### src/rtl/mrrc_pkg.sv
// ----------------------------------------------------------------------------
// mrrc_pkg
// Shared types, constants and the crc byte update for the response checker.
// ----------------------------------------------------------------------------
package mrrc_pkg;

  localparam int unsigned FrameLength = 9;

  localparam logic [3:0] PosAddress   = 4'd0;
  localparam logic [3:0] PosFunction  = 4'd1;
  localparam logic [3:0] PosByteCount = 4'd2;
  localparam logic [3:0] PosCrcLow    = 4'd7;
  localparam logic [3:0] PosCrcHigh   = 4'(FrameLength - 1);
  localparam logic [3:0] PosMax       = 4'hF;

  localparam logic [7:0] FuncReadHolding = 8'h03;
  localparam logic [7:0] DataByteCount   = 8'h04;
  localparam logic [7:0] AddressReset    = 8'h01;

  localparam logic [15:0] CrcInit = 16'hFFFF;
  localparam logic [15:0] CrcPoly = 16'hA001;

  localparam logic [2:0] StOk        = 3'd0;
  localparam logic [2:0] StBadLen    = 3'd1;
  localparam logic [2:0] StBadAddr   = 3'd2;
  localparam logic [2:0] StBadFunc   = 3'd3;
  localparam logic [2:0] StBadCount  = 3'd4;
  localparam logic [2:0] StBadCrc    = 3'd5;

  typedef struct packed {
    logic [7:0] frame_byte;
    logic       end_of_frame;
  } frame_item_t;

  function automatic logic [15:0] crc_update(input logic [15:0] crc, input logic [7:0] b);
    logic [15:0] c;
    c = crc ^ {8'h00, b};
    for (int i = 0; i < 8; i++) begin
      if (c[0]) begin
        c = (c >> 1) ^ CrcPoly;
      end else begin
        c = c >> 1;
      end
    end
    return c;
  endfunction

endpackage

### src/rtl/modbus_read_response_checker_top.sv
// ----------------------------------------------------------------------------
// modbus_read_response_checker_top
// Checks Modbus RTU read-holding-registers responses byte by byte and reports
// one status per frame: 0 ok, 1 bad length, 2 bad address, 3 bad function,
// 4 bad byte count, 5 bad crc. Takes one byte per clock; the crc byte update
// and header compares sit between the input register and the frame state, so
// a byte is held in the input register and the status appears in the result
// register on the cycle after the last byte is processed (out_valid_o rises
// once the last byte has passed the input and result registers). Input and
// result registers keep bytes flowing while a finished status waits to be
// taken; only the next frame's last byte waits in the input register until
// that status is taken, and the input stalls while it waits. The expected
// slave address resets to 1 and is written through the cfg channel.
// ----------------------------------------------------------------------------
module modbus_read_response_checker_top (
  input  logic       clk_i,
  input  logic       rst_ni,
  input  logic       in_valid_i,
  output logic       in_ready_o,
  input  logic [7:0] frame_byte_i,
  input  logic       end_of_frame_i,
  output logic       out_valid_o,
  input  logic       out_ready_i,
  output logic [2:0] status_o,
  input  logic       cfg_valid_i,
  output logic       cfg_ready_o,
  input  logic [7:0] cfg_data_i
);
  import mrrc_pkg::*;

  frame_item_t in_item;
  frame_item_t stage_item;
  logic        stage_valid;
  logic        advance;
  logic        result_valid;
  logic [2:0]  result_status;
  logic [7:0]  address_q;

  assign in_item.frame_byte   = frame_byte_i;
  assign in_item.end_of_frame = end_of_frame_i;

  assign advance = stage_valid && (!stage_item.end_of_frame || !out_valid_o || out_ready_i);

  assign cfg_ready_o = 1'b1;

  always_ff @(posedge clk_i or negedge rst_ni) begin
    if (!rst_ni) begin
      address_q <= AddressReset;
    end else if (cfg_valid_i) begin
      address_q <= cfg_data_i;
    end
  end

  mrrc_in_reg u_in_reg (
    .clk_i     (clk_i),
    .rst_ni    (rst_ni),
    .valid_i   (in_valid_i),
    .ready_o   (in_ready_o),
    .item_i    (in_item),
    .advance_i (advance),
    .valid_o   (stage_valid),
    .item_o    (stage_item)
  );

  mrrc_frame_check u_frame_check (
    .clk_i              (clk_i),
    .rst_ni             (rst_ni),
    .fire_i             (advance),
    .item_i             (stage_item),
    .expected_address_i (address_q),
    .result_valid_o     (result_valid),
    .status_o           (result_status)
  );

  mrrc_out_reg u_out_reg (
    .clk_i    (clk_i),
    .rst_ni   (rst_ni),
    .load_i   (result_valid),
    .status_i (result_status),
    .valid_o  (out_valid_o),
    .ready_i  (out_ready_i),
    .status_o (status_o)
  );

  a_status_range: assert property (@(posedge clk_i) disable iff (!rst_ni)
    out_valid_o |-> (status_o <= StBadCrc))
    else $error("status code out of range");

  a_stall_cause: assert property (@(posedge clk_i) disable iff (!rst_ni)
    !in_ready_o |-> (stage_valid && stage_item.end_of_frame && out_valid_o && !out_ready_i))
    else $error("input stalled without a blocked result");

  a_accept_fills: assert property (@(posedge clk_i) disable iff (!rst_ni)
    (in_valid_i && in_ready_o) |=> stage_valid)
    else $error("accepted item not held in input register");

  a_result_lands: assert property (@(posedge clk_i) disable iff (!rst_ni)
    result_valid |=> out_valid_o)
    else $error("frame status lost");

endmodule

### src/rtl/mrrc_in_reg.sv
// ----------------------------------------------------------------------------
// mrrc_in_reg
// Input register: holds one received item until the check stage takes it.
// ----------------------------------------------------------------------------
module mrrc_in_reg (
  input  logic                 clk_i,
  input  logic                 rst_ni,
  input  logic                 valid_i,
  output logic                 ready_o,
  input  mrrc_pkg::frame_item_t item_i,
  input  logic                 advance_i,
  output logic                 valid_o,
  output mrrc_pkg::frame_item_t item_o
);
  import mrrc_pkg::*;

  logic        valid_q, valid_d;
  frame_item_t item_q;
  logic        load;

  assign ready_o = !valid_q || advance_i;
  assign load    = valid_i && ready_o;

  always_comb begin
    valid_d = valid_q;
    if (load) begin
      valid_d = 1'b1;
    end else if (advance_i) begin
      valid_d = 1'b0;
    end
  end

  always_ff @(posedge clk_i or negedge rst_ni) begin
    if (!rst_ni) begin
      valid_q <= 1'b0;
    end else begin
      valid_q <= valid_d;
    end
  end

  always_ff @(posedge clk_i) begin
    if (load) begin
      item_q <= item_i;
    end
  end

  assign valid_o = valid_q;
  assign item_o  = item_q;

endmodule

### src/rtl/mrrc_frame_check.sv
// ----------------------------------------------------------------------------
// mrrc_frame_check
// Per-frame state: byte count, running crc, first header error, crc low byte.
// Produces the frame status on the last byte.
// ----------------------------------------------------------------------------
module mrrc_frame_check (
  input  logic                 clk_i,
  input  logic                 rst_ni,
  input  logic                 fire_i,
  input  mrrc_pkg::frame_item_t item_i,
  input  logic [7:0]           expected_address_i,
  output logic                 result_valid_o,
  output logic [2:0]           status_o
);
  import mrrc_pkg::*;

  logic [3:0]  pos_q, pos_d;
  logic [15:0] crc_q, crc_d;
  logic [2:0]  err_q, err_d;
  logic [7:0]  crc_lo_q, crc_lo_d;
  logic [7:0]  b;

  assign b = item_i.frame_byte;

  always_comb begin
    pos_d    = (pos_q != PosMax) ? pos_q + 4'd1 : pos_q;
    crc_d    = (pos_q < PosCrcLow) ? crc_update(crc_q, b) : crc_q;
    err_d    = err_q;
    crc_lo_d = crc_lo_q;
    case (pos_q)
      PosAddress: begin
        if (b != expected_address_i && err_q == StOk) err_d = StBadAddr;
      end
      PosFunction: begin
        if (b != FuncReadHolding && err_q == StOk) err_d = StBadFunc;
      end
      PosByteCount: begin
        if (b != DataByteCount && err_q == StOk) err_d = StBadCount;
      end
      PosCrcLow: begin
        crc_lo_d = b;
      end
      default: begin
      end
    endcase

    if (pos_q != PosCrcHigh) begin
      status_o = StBadLen;
    end else if (err_q != StOk) begin
      status_o = err_q;
    end else if (crc_lo_q != crc_q[7:0] || b != crc_q[15:8]) begin
      status_o = StBadCrc;
    end else begin
      status_o = StOk;
    end

    if (item_i.end_of_frame) begin
      pos_d    = '0;
      crc_d    = CrcInit;
      err_d    = StOk;
      crc_lo_d = '0;
    end
  end

  assign result_valid_o = fire_i && item_i.end_of_frame;

  always_ff @(posedge clk_i or negedge rst_ni) begin
    if (!rst_ni) begin
      pos_q    <= '0;
      crc_q    <= CrcInit;
      err_q    <= StOk;
      crc_lo_q <= '0;
    end else if (fire_i) begin
      pos_q    <= pos_d;
      crc_q    <= crc_d;
      err_q    <= err_d;
      crc_lo_q <= crc_lo_d;
    end
  end

endmodule

### src/rtl/mrrc_out_reg.sv
// ----------------------------------------------------------------------------
// mrrc_out_reg
// Result register: holds one status item until the consumer takes it.
// ----------------------------------------------------------------------------
module mrrc_out_reg (
  input  logic       clk_i,
  input  logic       rst_ni,
  input  logic       load_i,
  input  logic [2:0] status_i,
  output logic       valid_o,
  input  logic       ready_i,
  output logic [2:0] status_o
);
  import mrrc_pkg::*;

  logic       valid_q;
  logic [2:0] status_q;

  always_ff @(posedge clk_i or negedge rst_ni) begin
    if (!rst_ni) begin
      valid_q <= 1'b0;
    end else if (load_i) begin
      valid_q <= 1'b1;
    end else if (ready_i) begin
      valid_q <= 1'b0;
    end
  end

  always_ff @(posedge clk_i) begin
    if (load_i) begin
      status_q <= status_i;
    end
  end

  assign valid_o  = valid_q;
  assign status_o = status_q;

endmodule
### config.mk
export PLATFORM = sky130hd
export DESIGN_NAME = modbus_read_response_checker_top
export DESIGN_NICKNAME = d
export VERILOG_FILES = /design/src/rtl/mrrc_pkg.sv /design/src/rtl/modbus_read_response_checker_top.sv /design/src/rtl/mrrc_in_reg.sv /design/src/rtl/mrrc_frame_check.sv /design/src/rtl/mrrc_out_reg.sv
export SDC_FILE = /design/constraint.sdc
export NUM_CORES = 1
export LEC_CHECK = 0
export BUFFER_PORTS_ARGS = -buffer_cell sky130_fd_sc_hd__buf_4
export CAP_MARGIN = 0
export CORE_MARGIN = 10
export CORE_UTILIZATION = 25
export DETAILED_ROUTE_END_ITERATION = 10
export HOLD_SLACK_MARGIN = 0.05
export PLACE_DENSITY_LB_ADDON = 0.2
export SLEW_MARGIN = 10
export SYNTH_ARGS = -nofsm -noshare
export SYNTH_HDL_FRONTEND = slang
export SYNTH_SLANG_ARGS = --single-unit
### constraint.sdc
create_clock -name clk_i -period 2.8 [get_ports clk_i]
set_input_delay 0.28 -clock clk_i [delete_from_list [all_inputs] [get_ports clk_i]]
set_output_delay 0.28 -clock clk_i [all_outputs]
set_load 0.05 [all_outputs]
* After elaboration in Yosys (flattened, before gate mapping)
Cells that the tools add are included.
** Word-level totals
- Register bits :: 53
- Latch bits :: 0
- Bits in writable memories :: 0
- Memory bits (read-only) :: 0
- Bits of input ports :: 22
- Word-level logic and storage cells :: 85
- Memories kept :: 0
** Operators by class
- Add/subtract/negate cells :: 1
- Multipliers :: 0
- Divide/modulo/power cells :: 0
- $lt $le $gt $ge :: 1
- Eq/ne operators :: 13
- Shift-type cells :: 0
- Muxes and demuxes :: 25
- Bitwise operators :: 9
- Reductions and logical operators :: 26
** Operators by type and width (count)
- 2-to-1 mux 16 bit :: 10
- != test 8 bit :: 3
- NOT 2 -> 3 bit :: 8
- 2-to-1 mux 3 bit :: 6
- 2-to-1 mux 8 bit :: 2
- bitwise XOR 16 x 8 -> 16 bit :: 1
- nonzero test 2 bit :: 5
- != test 3 x 2 -> 1 bit, second input constant :: 3
- one-hot mux 3 bit (3 select lines) :: 1
- 2-to-1 mux 4 bit :: 2
- != test 4 bit, second input constant :: 2
- != test 8 x 2 -> 1 bit, second input constant :: 1
- != test 8 x 3 -> 1 bit, second input constant :: 1
- logical AND 1 bit :: 6
- AND reduction 2 bit :: 3
- AND reduction 5 bit :: 1
- adder 4 x 1 -> 4 bit, second input constant :: 1
- == test 4 x 1 -> 1 bit, second input constant :: 1
- == test 4 x 2 -> 1 bit, second input constant :: 1
- == test 4 x 3 -> 1 bit, second input constant :: 1
- zero test 4 bit :: 1
- logical OR 1 bit :: 4
- less-than comparator 4 x 3 -> 1 bit, second input constant :: 1
- 2-to-1 mux 1 bit :: 4
- other kinds (4) :: 6

* Depth between registers and ports, before layout
Gate-level depths: netlist of the first run.
- Depth after elaboration :: 19
- Mapped depth :: 7
- Gate-level depth less buffers :: 7

* Modules after synthesis
From an unflattened synthesis of the first run, not the netlist that was laid out.
** Unflattened totals
- Cells, all modules :: 219
- Area, all modules :: 2732.6 um2
** By module, submodules not included
- mrrc_frame_check :: instances 1, cells each 179, area each 1926.8 um2, seq. area each 795.8 um2
- modbus_read_response_checker_top :: instances 1, cells each 21, area each 355.3 um2, seq. area each 201.4 um2
- mrrc_in_reg :: instances 1, cells each 13, area each 324.1 um2, seq. area each 295.3 um2
- mrrc_out_reg :: instances 1, cells each 6, area each 126.4 um2, seq. area each 115.1 um2

* Worst setup path after synthesis of the first run
Ideal clock, no wire load.
- Kind :: flip-flop to flip-flop
- Start :: reg u_out_reg.valid_q, in the netlist u_out_reg.valid_o
- End :: reg u_in_reg.item_q (netlist bit u_in_reg.item_o[0]), enable pin
- Data arrival time :: 1.728 ns
- Data required time :: 2.516 ns
- Path slack :: 0.789 ns
- Cell stages (with the launch flop) :: 4
- Clock period less this slack :: 2.011 ns
- Path through :: dfrtp_1 > nor2b_1 > nand3_1 > and2_1
** Between the ends
- Word-level cells in the longest chain between the ends :: 6
** RTL lines
- from (decl) :: line mrrc_out_reg.sv:16 : logic valid_q;
- from (signal assigned) :: line mrrc_out_reg.sv:21 : valid_q <= 1'b0;
- from (signal assigned) :: line mrrc_out_reg.sv:23 : valid_q <= 1'b1;
- from (signal assigned) :: line mrrc_out_reg.sv:25 : valid_q <= 1'b0;
- zero test 1 bit :: line modbus_read_response_checker_top.sv:42 : assign advance = stage_valid && (!stage_item.end_of_frame || !out_valid_o || out_ready_i);
- logical OR 1 bit (2 in series) :: line modbus_read_response_checker_top.sv:42
- logical AND 1 bit :: line modbus_read_response_checker_top.sv:42
- logical OR 1 bit :: line mrrc_in_reg.sv:21 : assign ready_o = !valid_q || advance_i;
- net in_ready_o :: line modbus_read_response_checker_top.sv:19 : output logic in_ready_o,
- logical AND 1 bit :: line mrrc_in_reg.sv:22 : assign load = valid_i && ready_o;
- net u_in_reg.load :: line mrrc_in_reg.sv:19 : logic load;
- to (signal assigned) :: line mrrc_in_reg.sv:43 : item_q <= item_i;
- to (decl) :: line mrrc_in_reg.sv:18 : frame_item_t item_q;
The timed path passes the listed nets, and every way through them passes these cells.
A chain may end at the register's enable or synchronous reset.

* Worst setup path after layout of the first run
- Start :: reg u_in_reg.item_q (netlist bit u_in_reg.item_o[2])
- End :: reg u_frame_check.crc_q[0]
** Between the ends
- Word-level cells in the longest chain between the ends :: 12
** RTL lines
- bitwise XOR 16 x 8 -> 16 bit * :: line mrrc_pkg.sv:37 : c = crc ^ {8'h00, b};
- NOT 2 -> 3 bit (no line)
- 2-to-1 mux 16 bit * (8 in series) :: line mrrc_pkg.sv:39 : if (c[0]) begin
- 2-to-1 mux 16 bit * :: line mrrc_frame_check.sv:27 : crc_d = (pos_q < PosCrcLow) ? crc_update(crc_q, b) : crc_q;
- 2-to-1 mux 16 bit * :: line mrrc_frame_check.sv:57 : if (item_i.end_of_frame) begin
- to (signal assigned) :: line mrrc_frame_check.sv:70 : crc_q <= CrcInit;
- to (signal assigned) :: line mrrc_frame_check.sv:75 : crc_q <= crc_d;
- to (decl) :: line mrrc_frame_check.sv:18 : logic [15:0] crc_q, crc_d;
Mark *: on every way between the ends. The rest lies on a longest branch, timed or not. The select of a mux whose other input is x is not followed.

==> results_tabular.tex, run 1 <==
\begin{tabular}{lr}
\hline
Metric & Value \\
\hline
\multicolumn{2}{l}{\textbf{Status}} \\
\quad Outcome & completed \\
\multicolumn{2}{l}{\textbf{Synthesis}} \\
\quad Area share of the largest cell type after synthesis & between 20\% and 30\% \\
\quad Predominant post-synthesis flop cell & dfrtp\_1 \\
\quad Seq/Total Area, Yosys & a little over half \\
\quad Share of flip-flops with an asynchronous set or reset after synthesis & between 70\% and 80\% \\
\quad Dominant combinational cell family by area after synthesis & XOR/XNOR gates \\
\quad Post-synthesis compound-gate area fraction & 11.14\% \\
\quad Area share of xor/xnor cells in the synthesized design & 17.04\% \\
\quad Post-synthesis cell area & 2673 sq um \\
\quad Number of distinct standard cells referenced by the synthesized netlist & 44 \\
\quad Yosys reg bits & between 50 and 60 \\
\quad Fraction of the mapped netlist area in simple logic gates & slightly below 10\% \\
\quad Dominant cells by area after synthesis & dfrtp\_1 (22\%), dfstp\_2 (17\%), edfxtp\_1 (13\%) \\
\quad Number of enable-type register cells in the synthesized netlist & 12 \\
\quad Arithmetic-cell share of the synthesized area counting full adders, half adders and majority gates & 1.873\% \\
\quad Synthesized netlist cell count & around 220 \\
\quad Largest area contributor in the synthesized netlist & dfrtp\_1 \\
\quad Syn Nets & 250 \\
\quad Avg Inst Size Synth & $\sim$12 sq um \\
\quad Post-synthesis mux area share & 3.371\% \\
\quad Synthesis warning total & 0 \\
\multicolumn{2}{l}{\textbf{Timing}} \\
\quad Transition at the pin with the smallest max-transition slack & around 730 ps \\
\quad Final number of max-transition violations & 0 \\
\quad Headroom to the max-slew limit & slightly above 50\% \\
\quad Post-route clock skew & between 10 and 15 ps \\
\quad Sum of negative setup slack & 0 ps \\
\quad RSZ-0062 raised after global routing & no \\
\quad Total setup violations reported at the end of the flow & 0 \\
\quad Final min period & roughly 2100 ps \\
\quad Maximum operating frequency & about 0.48 GHz \\
\quad Number of hold violations in the final report & 0 \\
\quad Final cycle utilization of the critical path & between 70 and 80\% \\
\quad Minimum setup slack in the final design & around 700 ps \\
\quad Final hold slack & 131.3 ps \\
\multicolumn{2}{l}{\textbf{Floorplanning}} \\
\quad Placeable core region & between 10000 and 15000 sq um \\
\quad DIE HEIGHT & 123.4 um \\
\quad Die extent in x & 123.4 um \\
\quad Ports & 28 \\
\quad Number of standard-cell rows in the floorplan & 37 \\
\quad Die area & approximately 15000 sq um \\
\quad Starting utilization of the core area & between 20 and 30\% \\
\multicolumn{2}{l}{\textbf{Power}} \\
\quad Static leakage power & roughly 1.2 nW \\
\quad VDD IR-drop max & $\sim$0.00029 V \\
\quad Power per cell area & approximately 780 nW/um\^{}2 \\
\multicolumn{2}{l}{\textbf{Clock network}} \\
\quad Number of sinks on the clock net & 53 \\
\quad Num CTS Buffers & 5 \\
\quad Clock transition time at the flip-flop clock pins of the worst setup and hold paths & 110 ps \\
\quad Clk Latency, worst-skew pair & slightly above 300 ps \\
\quad Number of buffers on the longest clock path & 2 \\
\quad Root Driver & clkbuf\_8 \\
\quad Number of resized instances in the post-cts repair step & 0 \\
\quad TritonCTS clock tree & done \\
\quad H-tree Lvls & 2 \\
\multicolumn{2}{l}{\textbf{Placed design}} \\
\quad Routability congestion estimate from global placement & roughly 0.74 \\
\quad Pre-CTS setup slack & between 600 and 700 ps \\
\quad Total placed cells including tap cells & roughly 370 \\
\quad HPWL Detailed & around 4500 um \\
\quad Number of buffer cells added on primary ports & 26 \\
\multicolumn{2}{l}{\textbf{Worst setup path}} \\
\quad Arrival time worst endpoint & $\sim$2400 ps \\
\quad Startpoint kind of the worst setup timing path & flop \\
\quad Kind of capture point of the worst setup path & flop \\
\quad Worst EP required & between 3000 and 4000 ps \\
\quad Max FO, Critical Path & 6 \\
\quad Critical path class & flop to flop \\
\multicolumn{2}{l}{\textbf{Final layout}} \\
\quad Synth-to-Final Area Change & 14.93\% \\
\quad Final \#Nets & $\sim$270 \\
\quad Share of layout cells above drive strength 1 & 27.24\% \\
\quad Fin util & between 20 and 30\% \\
\quad Number of non-filler instances in the completed layout & approximately 380 \\
\quad Antenna fix cells & 0 \\
\quad Number of inserted filler cells in the final layout & between 1000 and 1500 \\
\multicolumn{2}{l}{\textbf{Route}} \\
\quad Routed WL & 6065 um \\
\quad Residual antenna-violating net count after detailed routing & 0 \\
\quad Via total after detailed routing & between 1500 and 2000 \\
\quad Detailed Routing Iterations Pass 1 & 4 \\
\quad Routed length per instance & between 15 and 20 um \\
\quad DR DRC count & 0 \\
\quad Number of vias per cell & approximately 4.5 \\
\quad Iteration-0 DRC Markers & between 80 and 90 \\
\multicolumn{2}{l}{\textbf{Flow run}} \\
\quad Count of max-cap constraint violations & 0 \\
\multicolumn{2}{l}{\textbf{Global routing}} \\
\quad Overall track demand over capacity in global routing & around 8.5\% \\
\quad Global-route wire length before repair & between 10000 and 15000 um \\
\quad Grt ovf & 0 \\
\quad Maximum number of pins on one net before global-route repair & 42 \\
\quad Via count of the first global-routing pass & $\sim$1800 \\
\quad Number of antenna violations at the first check in global routing & 0 \\
\multicolumn{2}{l}{\textbf{Hold path}} \\
\quad Hold crit path type & input pin to flop \\
\hline
\end{tabular}
[repair_timing]
item	CTS	global route
hold buffers	1	0
setup buffers	0	0
hold endpoints to repair	24	0
[final cells by class]
cell class	instances	area, sq um	share of cell area (%)
clock buffers	5	68.82	2.240
clock inverters	3	26.28	0.8554
inverters	7	26.28	0.8554
multi-input cells	150	1160	37.76
flip-flops and latches	53	1408	45.82
well taps	136	170.2	5.540
repair buffers	28	212.7	6.925
[stage by stage]
step / total power (W) / instance area [sq um]
finish: 0.002384 / 3072
CTS: 0.002420 / 3072
global placement: 0.001952 / 2967
floorplan: 0.001748 / 2673
detailed placement: 0.001950 / 2967
global route: 0.002543 / 3072
[critical path: stages, from the launching register on]
cell	delay (ps)
edfxtp_1	540
xor2_2	250
xnor2_2	220
xor3_2	520
xnor3_1	350
o22a_1	170
[cell families after synthesis]
| kind of cell | count (synthesis) |
|---|---|
| mux | 8 |
| other cells | 1 |
| xor+xnor | 46 |
| compound gates | 40 |
| flops | 53 |
| simple gates | 51 |
| fa+ha+maj | 4 |
| buf+inv | 21 |
[Yosys cell counts (6+ instances only)]
library cell,n
a21oi_1,11
a22o_1,9
clkbuf_1,7
dfrtp_1,24
dfstp_2,17
edfxtp_1,12
mux2_2,8
nand2_1,7
nor2_1,18
nor4_1,6
o22a_1,9
xnor2_1,17
xor2_1,24
[per-layer routing]
| layer | share of wire, % | wire (um) | track usage, % | up-vias |
|---|---|---|---|---|
| met5 | 0 | 0 | 0 | - |
| met4 | 1.4 | 86 | 2.620 | 0 |
| met3 | 4.5 | 274 | 2.142 | 8 |
| met2 | 44 | 2679 | 12.75 | 36 |
| met1 | 50 | 3025 | 11.64 | 837 |
| li1 | - | - | - | 820 |
[placed cells by master, fill, tap and decap left out, drive strengths merged, types with 2 or more instances in the layout]
cell type / count
buf: 27
xor2: 25
dfrtp: 24
xnor2: 19
nor2: 18
dfstp: 17
edfxtp: 12
a21oi: 11
a22o: 9
o22a: 9
mux2: 8
inv: 8
nand2: 7
nor4: 6
nand3: 5
clkbuf: 5
ha: 4
nand2b: 3
nor3: 3
nand4: 2
a32o: 2
o21ai: 2
clkinv: 2
[flip-flops by register name (all words and copies together), names as in the netlist]
name / flops
u_frame_check.pos_q: 4
u_out_reg.status_o: 3
u_frame_check.crc_lo_q: 8
u_in_reg.valid_o: 1
u_in_reg.item_o: 9
u_frame_check.crc_q: 16
address_q: 8
u_frame_check.err_q: 3
u_out_reg.valid_o: 1
[where the power goes]
part           internal [W]  leakage (nW)  switching, W  total [W]
logic              0.000426         0.571      0.000374   0.000801
registers          0.000979         0.603      0.000151    0.00113
clock network      0.000183        0.0487      0.000272   0.000454
total               0.00159          1.22      0.000797    0.00238
[worst paths after layout]
path	endpoint	cells past startpoint	slack, ps	from
worst max-delay path	u_frame_check.crc_q[0]	5	700	u_in_reg.item_o[2]
worst min-delay path	u_in_reg.item_o[6]	1	130	frame_byte_i[5]
worst max register to register	u_frame_check.crc_q[0]	5	700	u_in_reg.item_o[2]
worst min register to register	u_frame_check.crc_q[12]	2	530	u_frame_check.crc_q[12]
max in group asynchronous	u_frame_check.crc_q[12]	2	1920	rst_ni
min in group asynchronous	address_q[6]	2	500	rst_ni
Note: power is estimated with default switching activity, not from simulation.
==> run 2, diff against run 1 <==
==> constraint.sdc (replaced) <==
create_clock -name clk_i -period 2.1 [get_ports clk_i]
set_input_delay 0.21 -clock clk_i [delete_from_list [all_inputs] [get_ports clk_i]]
set_output_delay 0.21 -clock clk_i [all_outputs]
set_load 0.05 [all_outputs]
==> run 2 against run 1 <==
Against the previous run: non-clock buffer count is 15 higher; fmax rose by 4.5%; routed wire length rose by 2.2%; critical path depth unchanged; combinational power rose by 42%; global-route usage is essentially flat; register-to-register slack worse by 610 ps; sequential share of layout area fell by 2.5 points; clock skew shrank 2.6 ps.
==> results_tabular.tex, run 2 (synthesized netlist as in run 1, its figures left out) <==
\begin{tabular}{lr}
\hline
Metric & Value \\
\hline
\multicolumn{2}{l}{\textbf{Timing}} \\
\quad Sum of negative setup slack & 0 ps \\
\quad Maximum operating frequency & between 0.4 and 0.5 GHz \\
\quad Final min period & around 2000 ps \\
\quad Final cycle utilization of the critical path & 95.65\% \\
\quad Final number of max-transition violations & 0 \\
\quad Total setup violations reported at the end of the flow & 0 \\
\quad RSZ-0062 raised after global routing & no \\
\quad Post-route clock skew & approximately 7.4 ps \\
\quad Headroom to the max-slew limit & 63.01\% \\
\quad Final hold slack & 66.53 ps \\
\quad Transition at the pin with the smallest max-transition slack & 554.8 ps \\
\quad Number of hold violations in the final report & 0 \\
\multicolumn{2}{l}{\textbf{Worst setup path}} \\
\quad Max FO, Critical Path & 3 \\
\quad Number of cells traversed by the worst register-to-register path & 5 \\
\quad Minimum setup slack among reg-to-reg paths & between 90 and 100 ps \\
\quad Crit Reg-Reg Startpoint & u\_frame\_check.crc\_q[1] \\
\quad End of the worst register-to-register path & u\_frame\_check.crc\_q[0] \\
\quad Kind of capture point of the worst setup path & flop \\
\quad Worst EP required & $\sim$2400 ps \\
\quad Worst setup startpoint & u\_frame\_check.crc\_q[1] \\
\quad Critical path class & flop to flop \\
\quad Startpoint kind of the worst setup timing path & flop \\
\quad Arrival time worst endpoint & 2260 ps \\
\multicolumn{2}{l}{\textbf{Clock network}} \\
\quad Number of sinks on the clock net & 53 \\
\quad Num CTS Buffers & 5 \\
\quad Root Driver & clkbuf\_8 \\
\quad Clock transition time at the flip-flop clock pins of the worst setup and hold paths & roughly 100 ps \\
\quad TritonCTS clock tree & done \\
\quad Number of buffers on the longest clock path & 2 \\
\quad H-tree Lvls & 2 \\
\quad Post-CTS Repair Setup Buffers & 0 \\
\quad Clk Latency, worst-skew pair & between 300 and 400 ps \\
\multicolumn{2}{l}{\textbf{Placed design}} \\
\quad HPWL Detailed & around 4600 um \\
\quad Routability congestion estimate from global placement & between 0.7 and 0.8 \\
\quad Number of buffer cells added on primary ports & 26 \\
\quad Total placed cells including tap cells & approximately 390 \\
\multicolumn{2}{l}{\textbf{Route}} \\
\quad Metal3 WL & a little under 300 um \\
\quad DR DRC count & 0 \\
\quad Number of vias per cell & 4.395 \\
\quad Detailed Routing Iterations Pass 1 & 4 \\
\quad Routed WL & a little over 6000 um \\
\quad Via total after detailed routing & $\sim$1700 \\
\quad Iteration-0 DRC Markers & 60 \\
\quad Routed length per instance & around 16 um \\
\quad Length of routed wiring on met1 & approximately 3100 um \\
\quad Residual antenna-violating net count after detailed routing & 0 \\
\quad Highest signal layer in the routed design & met4 \\
\quad Met2 wire length & approximately 2700 um \\
\multicolumn{2}{l}{\textbf{Final layout}} \\
\quad Largest register by flop count & u\_frame\_check.crc\_q \\
\quad Largest register FFs & 16 \\
\quad Share of layout cells above drive strength 1 & a little under a third \\
\quad Most common cell after layout, fill and taps aside & buf\_4 \\
\quad Antenna fix cells & 0 \\
\quad Synth-to-Final Area Change & 21.63\% \\
\quad Number of non-filler instances in the completed layout & between 300 and 400 \\
\quad Most frequent cells in the layout & buf\_4 (40), dfrtp\_1 (24), xor2\_1 (23) \\
\quad Final \#Nets & 286 \\
\multicolumn{2}{l}{\textbf{Global routing}} \\
\quad Overall track demand over capacity in global routing & under 10\% \\
\quad Maximum number of pins on one net before global-route repair & between 40 and 50 \\
\quad Grt ovf & 0 \\
\quad Number of antenna violations at the first check in global routing & 0 \\
\quad Global-route wire length before repair & $\sim$10000 um \\
\quad Via count of the first global-routing pass & $\sim$1900 \\
\multicolumn{2}{l}{\textbf{Floorplanning}} \\
\quad DIE HEIGHT & $\sim$120 um \\
\quad Ports & 28 \\
\quad Starting utilization of the core area & between 20\% and 30\% \\
\quad Placeable core region & around 10000 sq um \\
\quad Die extent in x & around 120 um \\
\quad Die area & approximately 15000 sq um \\
\quad Number of standard-cell rows in the floorplan & 37 \\
\multicolumn{2}{l}{\textbf{Hold path}} \\
\quad WHS Endpoint & u\_in\_reg.item\_o[0] \\
\quad Hold Path Stages & 1 \\
\quad Hold crit path type & input pin to flop \\
\quad Startpoint of the most critical hold path & end\_of\_frame\_i \\
\multicolumn{2}{l}{\textbf{Power}} \\
\quad Power per cell area & 1070 nW/um\^{}2 \\
\quad VDD IR-drop max & 0.0003482 V \\
\quad Total chip power & between 0.003 and 0.004 W \\
\quad Static leakage power & approximately 1.3 nW \\
\multicolumn{2}{l}{\textbf{Flow run}} \\
\quad Count of max-cap constraint violations & 0 \\
\multicolumn{2}{l}{\textbf{Status}} \\
\quad Outcome & completed \\
\hline
\end{tabular}
[run 2: cell types whose count changed in the layout (fill, tap and decap cells not counted)]
cell and change:
xor2_4 +1, bufinv_16 +2, buf_4 +13, dlygate4sd3_1 +2, clkinv_4 -2, xor2_1 -1
[run 2: where the power goes]
group / total [W] / internal, W / switching (W)
registers: 0.00150 / 0.00130 / 0.000193
logic: 0.00114 / 0.000640 / 0.000498
clock network: 0.000842 / 0.000480 / 0.000361
[run 2: area by class of cell]
class                   count  area (sq um)
clock buffers               5         68.82
clock inverters             3         68.82
fillers                  1085          7119
inverters                   7         26.28
multi-input cells         150          1179
flip-flops and latches     53          1408
well taps                 136         170.2
repair buffers             43         330.3
[run 2: worst max-delay path by stage]
stage,endpoint
after global routing,u_frame_check.crc_q[0]
after global placement,u_frame_check.crc_q[0]
final,u_frame_check.crc_q[0]
after detailed placement,u_frame_check.crc_q[0]
after CTS,u_frame_check.crc_q[0]
after floorplan,u_in_reg.item_o[0]
[run 2: stage by stage]
step	instance area, sq um	setup WS (ps)	utilization (%)
floorplan	2673	88.87	-
global placement	3064	112.0	29.55
detailed placement	3064	85.85	29.55
CTS	3212	70.97	30.97
global route	3251	17.78	31.35
finish	3251	91.40	31.35
[run 2: worst max-delay path, cell delays in order (launching register included)]
cell	delay, ps
dfstp_2	610
xor2_4	190
xnor2_2	150
xor3_2	480
xnor3_1	350
o22a_1	160
[run 2: metal layers]
metal / vias up / track usage [%]
met1: 843 / 11.75
met4: 0 / 2.183
li1: 849 / -
met2: 48 / 12.82
met5: - / 0
met3: 5 / 2.142
[run 2: repair_timing]
action                                 in CTS  in global routing
endpoints found under the hold margin      24                  2
gates resized for setup                     0                  2
setup endpoints to repair                   0                  1
hold buffers                                1                  2
==> run 3, diff against run 2 <==
--- a/config.mk
+++ b/config.mk
@@ -8,7 +8,7 @@
 export BUFFER_PORTS_ARGS = -buffer_cell sky130_fd_sc_hd__buf_4
 export CAP_MARGIN = 0
 export CORE_MARGIN = 10
-export CORE_UTILIZATION = 25
+export CORE_UTILIZATION = 55
 export DETAILED_ROUTE_END_ITERATION = 10
 export HOLD_SLACK_MARGIN = 0.05
 export PLACE_DENSITY_LB_ADDON = 0.2
==> run 3 against run 2 <==
Against the previous run: die area is 47% lower; non-clock buffer count fell by 5; global-route usage up 5.2 points; critical path type unchanged.
==> results_tabular.tex, run 3 (synthesized netlist as in run 1, its figures left out) <==
\begin{tabular}{lr}
\hline
Metric & Value \\
\hline
\multicolumn{2}{l}{\textbf{Floorplanning}} \\
\quad Placeable core region & $\sim$4700 sq um \\
\quad Starting utilization of the core area & between 50\% and 60\% \\
\quad DIE HEIGHT & about 90 um \\
\quad Ports & 28 \\
\quad Die area & roughly 8000 sq um \\
\quad Die extent in x & 89.71 um \\
\quad Number of standard-cell rows in the floorplan & 25 \\
\multicolumn{2}{l}{\textbf{Route}} \\
\quad Routed length per instance & between 15 and 20 um \\
\quad Residual antenna-violating net count after detailed routing & 0 \\
\quad Iteration-0 DRC Markers & between 100 and 150 \\
\quad Via total after detailed routing & 1766 \\
\quad Routed WL & 5502 um \\
\quad Detailed Routing Iterations Pass 1 & 4 \\
\quad Number of vias per cell & approximately 5.5 \\
\quad DR DRC count & 0 \\
\multicolumn{2}{l}{\textbf{Worst setup path}} \\
\quad Largest delay share family, worst path & XOR/XNOR gates \\
\quad Largest stage delay, worst path & just under 600 ps \\
\quad Worst EP required & roughly 2300 ps \\
\quad Critical path class & flop to flop \\
\quad Minimum setup slack among reg-to-reg paths & 90 ps \\
\quad Arrival time worst endpoint & $\sim$2300 ps \\
\quad End of the worst register-to-register path & u\_frame\_check.crc\_q[0] \\
\quad Highest-delay cell along the critical path & dfstp\_2 \\
\quad Max FO, Critical Path & 3 \\
\quad Worst Path Buf+Inv & 0 \\
\quad Startpoint kind of the worst setup timing path & flop \\
\quad Crit Reg-Reg Startpoint & u\_frame\_check.crc\_q[4] \\
\quad Series of cell instances along the critical path & xnor2\_2 -> xnor2\_1 -> xor3\_2 -> xnor3\_1 -> o22a\_1 \\
\quad Kind of capture point of the worst setup path & flop \\
\quad Number of cells traversed by the worst register-to-register path & 5 \\
\multicolumn{2}{l}{\textbf{Hold path}} \\
\quad Hold Path Stages & 1 \\
\quad Startpoint of the most critical hold path & end\_of\_frame\_i \\
\quad Hold crit path type & input pin to flop \\
\quad WHS Endpoint & u\_in\_reg.item\_o[0] \\
\multicolumn{2}{l}{\textbf{Clock network}} \\
\quad TritonCTS clock tree & done \\
\quad H-tree Lvls & 2 \\
\quad Number of buffers on the longest clock path & 2 \\
\quad Clock transition time at the flip-flop clock pins of the worst setup and hold paths & $\sim$90 ps \\
\quad Root Driver & clkbuf\_8 \\
\quad Clk Latency, worst-skew pair & around 300 ps \\
\quad Number of sinks on the clock net & between 50 and 60 \\
\quad Num CTS Buffers & 5 \\
\multicolumn{2}{l}{\textbf{Final layout}} \\
\quad Most common cell after layout, fill and taps aside & buf\_4 \\
\quad Area taken by multi-input logic gates & 1182 sq um \\
\quad Final \#Nets & about 280 \\
\quad Synth-to-Final Area Change & 16.81\% \\
\quad Largest register by flop count & u\_frame\_check.crc\_q \\
\quad Register Area & around 1400 sq um \\
\quad Antenna fix cells & 0 \\
\quad Most frequent cells in the layout & buf\_4 (37), dfrtp\_1 (24), xor2\_1 (23) \\
\quad Share of layout cells above drive strength 1 & between 30\% and 40\% \\
\quad Number of inserted filler cells in the final layout & approximately 380 \\
\quad Largest register FFs & 16 \\
\multicolumn{2}{l}{\textbf{Global routing}} \\
\quad Maximum number of pins on one net before global-route repair & 42 \\
\quad Overall track demand over capacity in global routing & between 10\% and 20\% \\
\quad Grt ovf & 0 \\
\quad Number of antenna violations at the first check in global routing & 0 \\
\quad Via count of the first global-routing pass & between 1500 and 2000 \\
\quad Global-route wire length before repair & 9059 um \\
\multicolumn{2}{l}{\textbf{Timing}} \\
\quad Transition at the pin with the smallest max-transition slack & 583.1 ps \\
\quad Final cycle utilization of the critical path & 95.86\% \\
\quad Minimum setup slack in the final design & just under 90 ps \\
\quad Final number of max-transition violations & 0 \\
\quad RSZ-0062 raised after global routing & no \\
\quad Total setup violations reported at the end of the flow & 0 \\
\quad Number of hold violations in the final report & 0 \\
\quad Sum of negative setup slack & 0 ps \\
\quad Maximum operating frequency & just under 0.5 GHz \\
\quad Final min period & between 2000 and 2500 ps \\
\quad Headroom to the max-slew limit & about three fifths \\
\quad Post-route clock skew & around 4.3 ps \\
\multicolumn{2}{l}{\textbf{Placed design}} \\
\quad Routability congestion estimate from global placement & 0.8378 \\
\quad Number of buffer cells added on primary ports & 26 \\
\quad HPWL Detailed & about 4100 um \\
\quad Pre-CTS setup slack & 35.36 ps \\
\multicolumn{2}{l}{\textbf{Power}} \\
\quad Power per cell area & 1100 nW/um\^{}2 \\
\quad VDD IR-drop max & 0.0006756 V \\
\quad Static leakage power & $\sim$1.3 nW \\
\multicolumn{2}{l}{\textbf{Flow run}} \\
\quad Count of max-cap constraint violations & 0 \\
\multicolumn{2}{l}{\textbf{Status}} \\
\quad Outcome & completed \\
\hline
\end{tabular}
==> run 3: how the worst max path moves through the flow <==
stage,startpoint,slack [ps],endpoint,depth (start not counted)
final,u_frame_check.crc_q[4],90,u_frame_check.crc_q[0],5
after CTS,u_frame_check.crc_q[1],20,u_frame_check.crc_q[0],5
after detailed placement,u_frame_check.crc_q[1],40,u_frame_check.crc_q[0],5
after global placement,u_frame_check.crc_q[1],90,u_frame_check.crc_q[0],5
after floorplan,u_out_reg.valid_o,90,u_in_reg.item_o[0],3
after global routing,u_frame_check.crc_q[5],3,u_frame_check.crc_q[0],5
==> run 3: through the flow <==
step / area [sq um] / std cells / utilization (%) / power, W / hold WS (ps)
final: 3122 / 323 / 66.09 / 0.003434 / 77.15
after global routing: 3122 / 323 / 66.09 / 0.003627 / 61.05
after CTS: 3092 / 322 / 65.46 / 0.003394 / 70.72
after detailed placement: 2948 / 313 / 62.41 / 0.002587 / 224.9
after global placement: 2948 / 313 / 62.41 / 0.002567 / 226.9
after floorplan: 2673 / 224 / - / 0.002331 / -85.59
==> run 3: timing repair <==
item | CTS | global route
setup buffers | 0 | 1
hold buffers | 1 | 0
gates resized for setup | 0 | 3
setup endpoints to repair | 0 | 1
hold endpoints to repair | 24 | 0
==> run 3: power breakdown <==
| part | internal [W] | switching [W] | total [W] |
|---|---|---|---|
| Combinational | 0.000638 | 0.000496 | 0.00113 |
| Clock | 0.000473 | 0.000324 | 0.000797 |
| Sequential | 0.00130 | 0.000199 | 0.00150 |
| Total | 0.00242 | 0.00102 | 0.00343 |
==> run 3: layer usage <==
metal  track usage, %  routed length (um)  vias to the layer above
met3            4.323                 341                        9
met4            3.639                  70                        0
met5                0                   0                        -
met1            16.91                2394                      864
li1                 -                   -                      836
met2            22.22                2694                       57
==> run 3: final cells by class <==
class	count	share of cell area (%)
Timing Repair Buffer	38	9.218
Multi-Input combinational cell	150	37.88
Clock buffer	5	2.204
Clock inverter	3	2.084
Tap cell	67	2.685
Sequential cell	53	45.09
Inverter	7	0.8417
